[src/hdl/daqfcu_pkg.sv]
// daqfcu_pkg: shared types, codes and constants of the readout frame channel unpacker.
// Used by daqfcu_chan_find, daq_frame_channel_unpacker and tb; depends on nothing.

package daqfcu_pkg;

	// Result kinds
	localparam logic [2:0] KIND_DAQ      = 3'd0;
	localparam logic [2:0] KIND_CM       = 3'd1;
	localparam logic [2:0] KIND_ROC_HDR  = 3'd2;
	localparam logic [2:0] KIND_LINK_CRC = 3'd3;
	localparam logic [2:0] KIND_FPGA_CRC = 3'd4;
	localparam logic [2:0] KIND_VER_ERR  = 3'd5;
	localparam logic [2:0] KIND_OVERRUN  = 3'd6;

	// Frame layout
	localparam int          MAX_LINKS_DEF = 64;
	localparam int          MAP_BITS      = 40;
	localparam int          VERSION_LSB   = 28;
	localparam logic [3:0]  HDR_VERSION   = 4'd1;
	localparam logic [5:0]  CRC_CHANNEL   = 6'd39;
	localparam logic [5:0]  CM_CHAN_V2    = 6'd19;
	localparam logic [5:0]  CM_CHAN_DEF   = 6'd1;
	localparam logic [5:0]  NO_CHANNEL    = 6'd63;
	localparam logic [1:0]  ROC_VER_V2    = 2'd2;
	localparam logic [1:0]  ROC_VER_RESET = 2'd3;

	// Link lengths are stored four to a row, 6 bits each
	localparam int LEN_BITS  = 6;
	localparam int ROW_LINKS = 4;
	localparam int ROW_BITS  = LEN_BITS * ROW_LINKS;

	// Outcome of the readout map search for one channel beat
	typedef struct packed {
		logic       found;
		logic [5:0] chan;
		logic [2:0] kind;
	} chan_res_t;

endpackage

[src/hdl/daqfcu_ram.sv]
// daqfcu_ram: generic single write port, single read port RAM with registered read.
// No dependencies.

module daqfcu_ram #(
	parameter int WIDTH = 24,
	parameter int DEPTH = 16,
	localparam int AW = (DEPTH > 1) ? $clog2(DEPTH) : 1
) (
	input  logic             clk,
	input  logic             wr_en,
	input  logic [AW-1:0]    wr_addr,
	input  logic [WIDTH-1:0] wr_data,
	input  logic             rd_en,
	input  logic [AW-1:0]    rd_addr,
	output logic [WIDTH-1:0] rd_data
);

	logic [WIDTH-1:0] mem_q [DEPTH];
	logic [WIDTH-1:0] rd_data_q;

	// write port
	always_ff @(posedge clk) begin
		if (wr_en) begin
			mem_q[wr_addr] <= wr_data;
		end
	end

	// registered read, held between reads
	always_ff @(posedge clk) begin
		if (rd_en) begin
			rd_data_q <= mem_q[rd_addr];
		end
	end

	assign rd_data = rd_data_q;

endmodule

[src/hdl/daqfcu_chan_find.sv]
// daqfcu_chan_find: finds the next set readout map bit after the last channel
// and classifies the channel. Depends on daqfcu_pkg.

module daqfcu_chan_find (
	input  logic [daqfcu_pkg::MAP_BITS-1:0] readout_map,
	input  logic [5:0]                      last_channel,
	input  logic [1:0]                      roc_rev,
	output daqfcu_pkg::chan_res_t           res
);

	logic [6:0]                      start;
	logic [daqfcu_pkg::MAP_BITS-1:0] masked;
	logic [5:0]                      cm_chan;

	// search starts just above the last channel, or at bit 0 for a fresh link
	assign start = (last_channel == daqfcu_pkg::NO_CHANNEL) ? 7'd0
		: ({1'b0, last_channel} + 7'd1);

	assign cm_chan = (roc_rev == daqfcu_pkg::ROC_VER_V2) ? daqfcu_pkg::CM_CHAN_V2
		: daqfcu_pkg::CM_CHAN_DEF;

	// drop bits below the start point
	always_comb begin
		for (int i = 0; i < daqfcu_pkg::MAP_BITS; i++) begin
			masked[i] = readout_map[i] && (7'(i) >= start);
		end
	end

	// lowest set bit wins
	always_comb begin
		res.found = 1'b0;
		res.chan  = 6'd0;
		for (int i = daqfcu_pkg::MAP_BITS - 1; i >= 0; i--) begin
			if (masked[i]) begin
				res.found = 1'b1;
				res.chan  = 6'(i);
			end
		end
		if (res.chan == 6'd0) begin
			res.kind = daqfcu_pkg::KIND_ROC_HDR;
		end else if (res.chan == cm_chan) begin
			res.kind = daqfcu_pkg::KIND_CM;
		end else if (res.chan == daqfcu_pkg::CRC_CHANNEL) begin
			res.kind = daqfcu_pkg::KIND_LINK_CRC;
		end else begin
			res.kind = daqfcu_pkg::KIND_DAQ;
		end
	end

endmodule

[src/hdl/daq_frame_channel_unpacker.sv]
// daq_frame_channel_unpacker: top level, frame parser with input and result registers.
// Depends on daqfcu_pkg, daqfcu_ram and daqfcu_chan_find.
//
// Channel   Handshake                  Payload
// word      word_valid / word_stall    word
// result    result_valid / result_stall kind, fpga_id, roc_id, link_index,
//                                       channel_number, payload
// config    cfg_valid / cfg_ready      roc_rev
//
// One word per cycle while the result channel is not stalled; each word is held in the input
// register, and its result is then written to the result register.
// The link length RAM read is issued on the link header beat and used on the map beat.
// Reset (arst_n low) returns the parser to expecting a frame header; no clearing pass.
// A stalled, full result register holds the input register, which then raises word_stall.

module daq_frame_channel_unpacker #(
	parameter int MAX_LINKS = daqfcu_pkg::MAX_LINKS_DEF
) (
	input  logic        clk,
	input  logic        arst_n,
	// word channel
	input  logic        word_valid,
	output logic        word_stall,
	input  logic [31:0] word,
	// result channel
	output logic        result_valid,
	input  logic        result_stall,
	output logic [2:0]  kind,
	output logic [7:0]  fpga_id,
	output logic [15:0] roc_id,
	output logic [5:0]  link_index,
	output logic [5:0]  channel_number,
	output logic [31:0] payload,
	// configuration
	input  logic        cfg_valid,
	output logic        cfg_ready,
	input  logic [1:0]  roc_rev
);

	localparam int LEN_ROWS = (MAX_LINKS + daqfcu_pkg::ROW_LINKS - 1) / daqfcu_pkg::ROW_LINKS;
	localparam int ROW_AW   = (LEN_ROWS > 1) ? $clog2(LEN_ROWS) : 1;

	// parser phases
	localparam logic [2:0] PH_HDR     = 3'd0;
	localparam logic [2:0] PH_BUNCH   = 3'd1;
	localparam logic [2:0] PH_LENS    = 3'd2;
	localparam logic [2:0] PH_LINK_HI = 3'd3;
	localparam logic [2:0] PH_LINK_LO = 3'd4;
	localparam logic [2:0] PH_CHAN    = 3'd5;
	localparam logic [2:0] PH_FCRC    = 3'd6;

	logic [1:0]  roc_rev_q;

	logic        valid_s1;
	logic [31:0] word_s1;
	logic        proc_en;

	logic [2:0]  phase_q,     phase_d;
	logic [7:0]  fpga_q,      fpga_d;
	logic [5:0]  link_cnt_q,  link_cnt_d;
	logic [5:0]  cur_link_q,  cur_link_d;
	logic [5:0]  words_q,     words_d;
	logic [15:0] roc_q,       roc_d;
	logic [daqfcu_pkg::MAP_BITS-1:0] map_q, map_d;
	logic [5:0]  last_chan_q, last_chan_d;

	logic        res_valid_q;
	logic [2:0]  kind_q,  kind_d;
	logic [7:0]  fpga_id_q, fpga_id_d;
	logic [15:0] roc_id_q, roc_id_d;
	logic [5:0]  link_q,  link_d;
	logic [5:0]  chan_q,  chan_d;
	logic [31:0] payload_q;
	logic        emit;

	logic                           lens_wr;
	logic                           lens_rd;
	logic [ROW_AW-1:0]              lens_row;
	logic [daqfcu_pkg::ROW_BITS-1:0] lens_wdata;
	logic [daqfcu_pkg::ROW_BITS-1:0] lens_rdata;
	logic [5:0]                     cur_len;

	logic [5:0]  hdr_links;
	logic [5:0]  nl_link;
	logic [2:0]  nl_phase;
	logic [5:0]  nl_idx;
	logic [6:0]  lens_next;
	logic [5:0]  words_dec;

	daqfcu_pkg::chan_res_t chan_res;

	// configuration register, always ready
	assign cfg_ready = 1'b1;

	always_ff @(posedge clk or negedge arst_n) begin
		if (!arst_n) begin
			roc_rev_q <= daqfcu_pkg::ROC_VER_RESET;
		end else if (cfg_valid && cfg_ready) begin
			roc_rev_q <= roc_rev;
		end
	end

	// input register; it advances unless a full result register is stalled
	assign proc_en    = valid_s1 && !(res_valid_q && result_stall);
	assign word_stall = valid_s1 && !proc_en;

	always_ff @(posedge clk or negedge arst_n) begin
		if (!arst_n) begin
			valid_s1 <= 1'b0;
		end else if (!word_stall) begin
			valid_s1 <= word_valid;
		end
	end

	always_ff @(posedge clk) begin
		if (word_valid && !word_stall) begin
			word_s1 <= word;
		end
	end

	// link length store, one row of four lengths per length beat
	assign lens_wr    = proc_en && (phase_q == PH_LENS);
	assign lens_rd    = proc_en && (phase_q == PH_LINK_HI);
	assign lens_row   = ROW_AW'(cur_link_q >> 2);
	assign lens_wdata = {word_s1[29:24], word_s1[21:16], word_s1[13:8], word_s1[5:0]};

	daqfcu_ram #(
		.WIDTH (daqfcu_pkg::ROW_BITS),
		.DEPTH (LEN_ROWS)
	) u_lens (
		.clk     (clk),
		.wr_en   (lens_wr),
		.wr_addr (lens_row),
		.wr_data (lens_wdata),
		.rd_en   (lens_rd),
		.rd_addr (lens_row),
		.rd_data (lens_rdata)
	);

	assign cur_len = lens_rdata[daqfcu_pkg::LEN_BITS * cur_link_q[1:0] +: daqfcu_pkg::LEN_BITS];

	// next set map bit and its kind
	daqfcu_chan_find u_find (
		.readout_map  (map_q),
		.last_channel (last_chan_q),
		.roc_rev      (roc_rev_q),
		.res          (chan_res)
	);

	// helpers: clamped link count, move to next link, next length row, beat count
	assign hdr_links = ({1'b0, word_s1[19:14]} > 7'(MAX_LINKS)) ? 6'(MAX_LINKS)
		: word_s1[19:14];
	assign nl_idx    = cur_link_q + 6'd1;
	assign nl_link   = (nl_idx >= link_cnt_q) ? 6'd0 : nl_idx;
	assign nl_phase  = (nl_idx >= link_cnt_q) ? PH_FCRC : PH_LINK_HI;
	assign lens_next = {1'b0, cur_link_q} + 7'd4;
	assign words_dec = words_q - 6'd1;

	// parser step for the word in the input register
	always_comb begin
		phase_d     = phase_q;
		fpga_d      = fpga_q;
		link_cnt_d  = link_cnt_q;
		cur_link_d  = cur_link_q;
		words_d     = words_q;
		roc_d       = roc_q;
		map_d       = map_q;
		last_chan_d = last_chan_q;
		emit        = 1'b0;
		kind_d      = daqfcu_pkg::KIND_DAQ;
		fpga_id_d   = 8'd0;
		roc_id_d    = 16'd0;
		link_d      = 6'd0;
		chan_d      = 6'd0;
		unique case (phase_q)
			PH_HDR: begin
				if (word_s1[daqfcu_pkg::VERSION_LSB +: 4] != daqfcu_pkg::HDR_VERSION) begin
					emit   = 1'b1;
					kind_d = daqfcu_pkg::KIND_VER_ERR;
				end else begin
					fpga_d     = word_s1[27:20];
					link_cnt_d = hdr_links;
					cur_link_d = 6'd0;
					phase_d    = PH_BUNCH;
				end
			end
			PH_BUNCH: begin
				cur_link_d = 6'd0;
				phase_d    = (link_cnt_q == 6'd0) ? PH_FCRC : PH_LENS;
			end
			PH_LENS: begin
				if (lens_next >= {1'b0, link_cnt_q}) begin
					cur_link_d = 6'd0;
					phase_d    = PH_LINK_HI;
				end else begin
					cur_link_d = lens_next[5:0];
				end
			end
			PH_LINK_HI: begin
				roc_d   = word_s1[29:14];
				map_d   = {word_s1[7:0], 32'd0};
				phase_d = PH_LINK_LO;
			end
			PH_LINK_LO: begin
				map_d       = {map_q[daqfcu_pkg::MAP_BITS-1:32], word_s1};
				last_chan_d = daqfcu_pkg::NO_CHANNEL;
				words_d     = (cur_len >= 6'd2) ? (cur_len - 6'd2) : 6'd0;
				if (words_d == 6'd0) begin
					cur_link_d = nl_link;
					phase_d    = nl_phase;
				end else begin
					phase_d = PH_CHAN;
				end
			end
			PH_CHAN: begin
				emit      = 1'b1;
				fpga_id_d = fpga_q;
				roc_id_d  = roc_q;
				link_d    = cur_link_q;
				if (!chan_res.found) begin
					kind_d  = daqfcu_pkg::KIND_OVERRUN;
					phase_d = PH_HDR;
				end else begin
					kind_d      = chan_res.kind;
					chan_d      = chan_res.chan;
					last_chan_d = chan_res.chan;
					words_d     = words_dec;
					if (words_dec == 6'd0) begin
						cur_link_d = nl_link;
						phase_d    = nl_phase;
					end
				end
			end
			PH_FCRC: begin
				emit      = 1'b1;
				kind_d    = daqfcu_pkg::KIND_FPGA_CRC;
				fpga_id_d = fpga_q;
				phase_d   = PH_HDR;
			end
			default: begin
				phase_d = PH_HDR;
			end
		endcase
	end

	// parser state
	always_ff @(posedge clk or negedge arst_n) begin
		if (!arst_n) begin
			phase_q     <= PH_HDR;
			fpga_q      <= 8'd0;
			link_cnt_q  <= 6'd0;
			cur_link_q  <= 6'd0;
			words_q     <= 6'd0;
			roc_q       <= 16'd0;
			map_q       <= '0;
			last_chan_q <= daqfcu_pkg::NO_CHANNEL;
		end else if (proc_en) begin
			phase_q     <= phase_d;
			fpga_q      <= fpga_d;
			link_cnt_q  <= link_cnt_d;
			cur_link_q  <= cur_link_d;
			words_q     <= words_d;
			roc_q       <= roc_d;
			map_q       <= map_d;
			last_chan_q <= last_chan_d;
		end
	end

	// result register valid
	always_ff @(posedge clk or negedge arst_n) begin
		if (!arst_n) begin
			res_valid_q <= 1'b0;
		end else if (proc_en) begin
			res_valid_q <= emit;
		end else if (!result_stall) begin
			res_valid_q <= 1'b0;
		end
	end

	// result register payload
	always_ff @(posedge clk) begin
		if (proc_en && emit) begin
			kind_q    <= kind_d;
			fpga_id_q <= fpga_id_d;
			roc_id_q  <= roc_id_d;
			link_q    <= link_d;
			chan_q    <= chan_d;
			payload_q <= word_s1;
		end
	end

	assign result_valid   = res_valid_q;
	assign kind           = kind_q;
	assign fpga_id        = fpga_id_q;
	assign roc_id         = roc_id_q;
	assign link_index     = link_q;
	assign channel_number = chan_q;
	assign payload        = payload_q;

	// checks on the parser
	a_chan_words_left: assert property (@(posedge clk) disable iff (!arst_n)
		(phase_q == PH_CHAN) |-> (words_q != 6'd0))
		else $error("channel phase entered with no beats left");

	a_link_in_range: assert property (@(posedge clk) disable iff (!arst_n)
		(phase_q == PH_LINK_HI || phase_q == PH_LINK_LO || phase_q == PH_CHAN)
		|-> (cur_link_q < link_cnt_q))
		else $error("current link beyond link count");

	a_ver_err_clean: assert property (@(posedge clk) disable iff (!arst_n)
		(result_valid && kind == daqfcu_pkg::KIND_VER_ERR)
		|-> (fpga_id == 8'd0 && roc_id == 16'd0 && link_index == 6'd0
			&& channel_number == 6'd0))
		else $error("version error result carries ids");

	a_result_after_work: assert property (@(posedge clk) disable iff (!arst_n)
		$rose(result_valid) |-> $past(proc_en))
		else $error("result appeared without a processed word");

	a_chan_bound: assert property (@(posedge clk) disable iff (!arst_n)
		result_valid |-> (channel_number <= daqfcu_pkg::CRC_CHANNEL))
		else $error("channel number beyond map");

endmodule

[config.mk]
export PLATFORM = sky130hd
export DESIGN_NAME = daq_frame_channel_unpacker
export DESIGN_NICKNAME = d
export VERILOG_FILES = /design/src/hdl/daqfcu_pkg.sv /design/src/hdl/daqfcu_ram.sv /design/src/hdl/daqfcu_chan_find.sv /design/src/hdl/daq_frame_channel_unpacker.sv
export SDC_FILE = /design/constraint.sdc
export NUM_CORES = 1
export LEC_CHECK = 0
export CORE_UTILIZATION = 39
export CTS_CLUSTER_SIZE = 20
export DETAILED_ROUTE_END_ITERATION = 10
export DONT_BUFFER_PORTS = 1
export GPL_TIMING_DRIVEN = 0
export PLACE_DENSITY = 0.54
export SYNTH_ARGS = -nofsm -noshare
export SYNTH_HDL_FRONTEND = slang
export SYNTH_HIERARCHICAL = 1
export SYNTH_SLANG_ARGS = --single-unit
export TNS_END_PERCENT = 10
[constraint.sdc]
create_clock -name clk -period 6.65 [get_ports clk]
set_input_delay 1.33 -clock clk [delete_from_list [all_inputs] [get_ports clk]]
set_output_delay 1.33 -clock clk [all_outputs]
set_load 0.005 [all_outputs]
==> results.sh, run 1 <==
export IMPL_rows=93
export IMPL_power_total_uw=12700
export IMPL_area_delta_synth_final_pct=14.0
export IMPL_cts_sinks=606
export IMPL_worstSkewPairLatency_ns=0.60
export IMPL_power_static_leakage_uw=0.00994
export IMPL_fin_crit_ns=5.82
export IMPL_path_clk_slew_ns=0.06
export IMPL_grtUsageTotal_pct=20.7
export IMPL_cts_tree="built"
export IMPL_power_density_nw_per_um2=438
export IMPL_worstPathArrival_ns=6.32
export IMPL_postCtsHoldBufs=0
export IMPL_yosysSeqAreaShare_pct=69.5
export IMPL_vias=14700
export IMPL_fmax_ghz=0.172
export IMPL_grt_pass1_wl_mm=100
export IMPL_fillCellCount=5738
export IMPL_power_frac_clock_pct=28.1
export IMPL_rsz0062_at_grt="no"
export IMPL_synth_edf_count=511
export IMPL_critPathCapture="map_q[8]"
export IMPL_crit_start="last_chan_q[0]"
export IMPL_die_x_um=258
export IMPL_whs_ns=0.424
export IMPL_cts_inserted_buffers=68
export IMPL_hold_class="in -> async"
export IMPL_comb_power_share_pct=31.5
export IMPL_start_util_pct=39.5
export IMPL_netlist_area_um2=25500
export IMPL_critPathKind="reg -> reg"
export IMPL_maxSlewHeadroom_pct=20.9
export IMPL_overflow=0
export IMPL_cts_repair_resized=0
export IMPL_synthDistinctLibCells=105
export IMPL_synth_warnings=6
export IMPL_critPathRequiredTime_ns=7.15
export IMPL_synth_area_leaders="edfxtp_1 (60%), mux4_2 (8.6%), dfrtp_1 (8.5%), nand2_1 (3.2%), a22oi_1 (1.4%)"
export IMPL_ys_async_sr_fraction_pct=15.7
export IMPL_synth_top_cell_area_share_pct=60.2
export IMPL_num_io_pins=113
export IMPL_syn_avg_cell_area_um2=15.8
export IMPL_die_area_um2=66400
export IMPL_status="finished clean"
export IMPL_startpoint_type="flop"
export IMPL_stdcell_area_um2=29100
export IMPL_ctsLongestPathBuffers=3
export IMPL_regToRegSetupSlack_ns=0.83
export IMPL_post_cts_buffers=0
export IMPL_worst_pin_slew_ns=1.18
export IMPL_cts_root_buf="clkbuf_16"
export IMPL_p_int_uw=8210
export IMPL_report_final_hold_viol_count=0
export IMPL_mostFrequentLayoutCells="edfxtp_1 (511), nand2_1 (219), mux4_2 (97), dfrtp_1 (87), o21ai_0 (72)"
export IMPL_syn_nets=1674
export IMPL_syn_inst=1615
export IMPL_p_seq_share_pct=40.4
export IMPL_drive_gt1_share_pct=18.7
export IMPL_htree_levels=3
export IMPL_drc=0
export IMPL_period_share_pct=87.5
export IMPL_crit_path_end_kind="flop"
export IMPL_finish_utilization_pct=45.0
export IMPL_reg2reg_depth=19
export IMPL_wirelength_mm=67.8
export IMPL_p_sw_uw=4530
export IMPL_gp_congestion=0.930
export IMPL_grt_max_degree=96
export IMPL_antenna_found_initial=1
export IMPL_path_max_fanout=10
export IMPL_yosys_area_top_type="edfxtp_1"
export IMPL_post_dp_hpwl_mm=45.3
export IMPL_placed_area_um2=27000
export IMPL_p_sw_share_pct=35.6
export IMPL_cap_violations=0
export IMPL_viasPerCell=5.64
export IMPL_postSynthRegisterBits=606
export IMPL_grt_pass1_vias=15000
export IMPL_skew_ns=0.0271
export IMPL_layout_nets=1760
export IMPL_reg2reg_from="last_chan_q[0]"
export IMPL_first_pass_iters=5
export IMPL_postRouteAntennaNets=0
export IMPL_numPortBuffers=0
export IMPL_coreArea_um2=64600
export IMPL_r2r_end="map_q[8]"
export IMPL_wl_per_cell_um=26.0
export IMPL_synthFlopType="edfxtp_1"
export IMPL_die_h_um=258
export IMPL_peakVddDrop_uv=201
export IMPL_finalMaxSlewViolations=0
export IMPL_final_common_cell="edfxtp_1"
export IMPL_drt_iter0_drc=1363
export IMPL_setup_viol=0
flip-flops by register name (all words and copies together) (netlist names), 8 cells and up:
signal and count:
fpga_id 8, fpga_q 8, map_q 40, payload 32
roc_id 16, roc_q 16, u_lens/mem_q 384, u_lens/rd_data 24
word_s1 32
critical path: stages, from the launching register on:
cell      delay, ns
dfstp_2        0.57
buf_6          0.14
buf_2          0.26
inv_1          0.14
ha_1           0.34
buf_4          0.23
clkinv_1       0.41
o32a_1         0.52
o21ai_0        0.27
a21oi_1        0.25
nand3b_1       0.28
nor4b_2        0.10
nand2b_1       0.19
nand4b_1       0.23
a21o_1         0.27
nor2_1         0.25
clkbuf_1       0.43
clkbuf_1       0.57
nand2_1        0.11
o21ai_0        0.11
routing by layer:
metal / vias to the layer above / wire [um] / GRT usage, %
met2: 415 / 33500 / 34.4
li1: 6523 / - / -
met5: - / 0 / 0
met4: 0 / 1480 / 6.15
met3: 96 / 3020 / 3.19
met1: 7678 / 29800 / 28.0
power groups by stage:
stage               combinational [uW]  sequential (uW)  clock (uW)
floorplan                         2760             5020           0
global placement                  3900             5260           0
detailed placement                3970             5230           0
CTS                               3990             5160        3670
global route                      4330             5210        3810
finish                            4010             5150        3580
per-stage QoR:
step | cells | TNS (ns) | setup WS [ns]
6_report | 2609 | 0 | 0.829
5_1_grt | 2608 | 0 | 0.421
4_1_cts | 2608 | 0 | 0.871
3_5_place_dp | 2486 | 0 | 0.911
3_3_place_gp | 2470 | -80.54 | -0.908
2_1_floorplan | 1615 | 0 | 1.07
Yosys cell counts (all sizes together) (10+ instances only):
cell type / instances
inv: 32
and2: 14
dfrtp: 87
clkbuf: 49
mux2: 19
nand2: 219
edfxtp: 511
ha: 20
o21ai: 75
nor3: 14
o211ai: 13
and3: 37
buf: 37
nor2: 47
nand3: 30
nand4: 10
a21oi: 42
nand2b: 11
mux4: 102
a22oi: 49
a31oi: 10
worst min path at each step:
| stage | start | to | slack, ns | cells past startpoint |
|---|---|---|---|---|
| after floorplan | roc_q[0] | roc_q[0] | 0.44 | 2 |
| after global placement | roc_q[14] | roc_q[14] | 0.46 | 2 |
| after detailed placement | roc_q[2] | roc_q[2] | 0.46 | 2 |
| after CTS | arst_n | link_cnt_q[4] | 0.39 | 0 |
| after global routing | arst_n | roc_q[11] | 0.39 | 0 |
| final | arst_n | roc_q[12] | 0.42 | 0 |
cell type report:
cell class | count | area, um2 | area share (%)
Antenna cell | 1 | 2.50 | 0.00861
Sequential cell | 606 | 17700 | 61.0
Clock inverter | 25 | 189 | 0.650
Multi-Input combinational cell | 889 | 7320 | 25.2
Buffer | 86 | 454 | 1.56
Inverter | 34 | 128 | 0.439
Tap cell | 855 | 1070 | 3.68
Clock buffer | 97 | 1910 | 6.58
Timing Repair Buffer | 16 | 263 | 0.904
cell families (layout without fill, tap and decap cells):
group                    count (synthesis)  in the layout  share of synthesized area, %
flip-flops                             606            606                          69.5
AND/OR/NAND/NOR                        429            429                          7.99
AO/OA/AOI/OAI                          297            297                          8.47
multiplexers                           124            124                          10.1
buffers and inverters                  120            258                          2.28
adder cells (fa/ha/maj)                 21             21                          1.02
XOR/XNOR                                16             16                         0.638
other                                    2              3                        0.0294
Note: power is estimated with default switching activity, not from simulation.
==> run 2, diff against run 1 <==
Settings changed: CELL_PAD_IN_SITES_DETAIL_PLACEMENT from default to 0, CELL_PAD_IN_SITES_GLOBAL_PLACEMENT from default to 1, PLACE_DENSITY 0.54 to 0.61.
==> run 2 against run 1 <==
Effect of this change: die area is the same; final cell count rose by 0.46%; non-clock buffer count is 9 higher; clock skew up 0.0067 ns; worst setup slack better by 0.17 ns; wire length rose by 2.1%; sequential power about the same.
==> results.sh, run 2 (synthesis gave the netlist of run 1 again) <==
export IMPL_antenna_found_initial=5
export IMPL_crit_path_end_kind="flop"
export IMPL_ctsLongestPathBuffers=3
export IMPL_period_share_pct=84.9
export IMPL_num_io_pins=113
export IMPL_wirelength_mm=69.2
export IMPL_vias=14700
export IMPL_rows=93
export IMPL_worst_pin_slew_ns=1.17
export IMPL_rsz0062_at_grt="no"
export IMPL_grt_pass1_wl_mm=102
export IMPL_worstPathArrival_ns=6.11
export IMPL_multi_input_area_um2=7320
export IMPL_final_common_cell="edfxtp_1"
export IMPL_grt_max_degree=96
export IMPL_critPathKind="reg -> reg"
export IMPL_fillCellCount=5610
export IMPL_peakVddDrop_uv=178
export IMPL_setup_ws_ns=1.00
export IMPL_largest_reg_flops=384
export IMPL_postRouteAntennaNets=0
export IMPL_power_static_leakage_uw=0.0101
export IMPL_die_area_um2=66400
export IMPL_mostFrequentLayoutCells="edfxtp_1 (511), nand2_1 (219), mux4_2 (97), dfrtp_1 (87)"
export IMPL_drive_gt1_share_pct=19.1
export IMPL_grt_pass1_vias=14900
export IMPL_layout_nets=1770
export IMPL_critPathRequiredTime_ns=7.11
export IMPL_first_pass_iters=5
export IMPL_hold_class="in -> async"
export IMPL_path_max_fanout=10
export IMPL_reg_top3="u_lens/mem_q: 384 flops, map_q: 40 flops"
export IMPL_overflow=0
export IMPL_worstSkewPairLatency_ns=0.61
export IMPL_startpoint_type="flop"
export IMPL_cts_repair_resized=0
export IMPL_drt_iter0_drc=1326
export IMPL_finish_utilization_pct=45.5
export IMPL_cap_violations=0
export IMPL_fmax_ghz=0.177
export IMPL_post_dp_hpwl_mm=46.5
export IMPL_report_final_hold_viol_count=0
export IMPL_grtUsageTotal_pct=21.0
export IMPL_numPortBuffers=0
export IMPL_coreArea_um2=64600
export IMPL_htree_levels=3
export IMPL_setup_viol=0
export IMPL_post_cts_buffers=0
export IMPL_skew_ns=0.0338
export IMPL_cts_tree="built"
export IMPL_cts_sinks=606
export IMPL_path_clk_slew_ns=0.06
export IMPL_viasPerCell=5.61
export IMPL_start_util_pct=39.5
export IMPL_tns_ns=0
export IMPL_wl_per_cell_um=26.4
export IMPL_gp_congestion=0.884
export IMPL_preCtsSetupSlack_ns=1.00
export IMPL_top_register="u_lens/mem_q"
export IMPL_drc=0
export IMPL_diodes=0
export IMPL_die_h_um=258
export IMPL_area_delta_synth_final_pct=15.3
export IMPL_die_x_um=258
export IMPL_placed_area_um2=27200
export IMPL_fin_crit_ns=5.65
export IMPL_stdcell_area_um2=29400
export IMPL_regArea_um2=17700
export IMPL_finalMaxSlewViolations=0
export IMPL_maxSlewHeadroom_pct=22.3
export IMPL_cts_inserted_buffers=69
export IMPL_cts_root_buf="clkbuf_16"
export IMPL_postCtsHoldBufs=0
export IMPL_power_density_nw_per_um2=438
export IMPL_status="finished clean"
[run 2: path summary, 6_finish.rpt]
path                                  endpoint            from  slack [ns]  cells after the start
worst max-delay path                 map_q[30]  last_chan_q[0]        1.00                     18
min in group clk                     roc_q[13]       roc_q[13]        0.48                      2
worst min-delay path                  roc_q[8]          arst_n        0.42                      0
worst min register to register       roc_q[13]       roc_q[13]        0.48                      2
worst max register to register       map_q[30]  last_chan_q[0]        1.00                     18
max in group asynchronous       last_chan_q[0]          arst_n        5.99                      0
[run 2: critical path: stages, from the launching register on]
cell,delay (ns)
dfstp_2,0.59
buf_6,0.15
buf_2,0.24
inv_1,0.11
ha_1,0.33
buf_4,0.22
clkinv_1,0.38
o32a_1,0.52
o21ai_0,0.31
a21oi_1,0.24
nand3b_1,0.25
nor4b_2,0.10
nand2b_1,0.18
nand4b_1,0.22
a21o_1,0.26
nor2_1,0.25
clkbuf_1,0.44
clkbuf_1,0.54
o21ai_0,0.18
[run 2: per-stage QoR]
| stage | total power [uW] | instances | hold WS, ns |
|---|---|---|---|
| final | 12900 | 2621 | 0.422 |
| after global routing | 13500 | 2621 | 0.400 |
| after CTS | 13000 | 2621 | 0.387 |
| after detailed placement | 9220 | 2495 | 0.462 |
| after global placement | 9210 | 2470 | 0.458 |
| after floorplan | 7780 | 1615 | 0.438 |
[run 2: power breakdown]
part / switching [uW] / leakage (uW) / internal, uW
Combinational: 2570 / 0.00313 / 1440
Sequential: 455 / 0.00585 / 4690
Clock: 1530 / 0.00108 / 2180
Total: 4550 / 0.0101 / 8320
[run 2: final cells by class]
class,instances,share of cell area (%)
sequential,606,60.3
multi-input combinational,889,24.9
clock buffer,95,6.49
tap,855,3.64
timing repair buffer,25,1.64
buffer,86,1.54
clock inverter,31,1.08
inverter,34,0.434
[run 2: layer usage]
| metal | up-vias | track usage [%] | share of wire [%] |
|---|---|---|---|
| met5 | - | 0 | 0 |
| met1 | 7663 | 28.4 | 43 |
| met4 | 0 | 5.90 | 2.3 |
| li1 | 6560 | - | - |
| met3 | 98 | 2.81 | 4.0 |
| met2 | 376 | 35.7 | 50 |
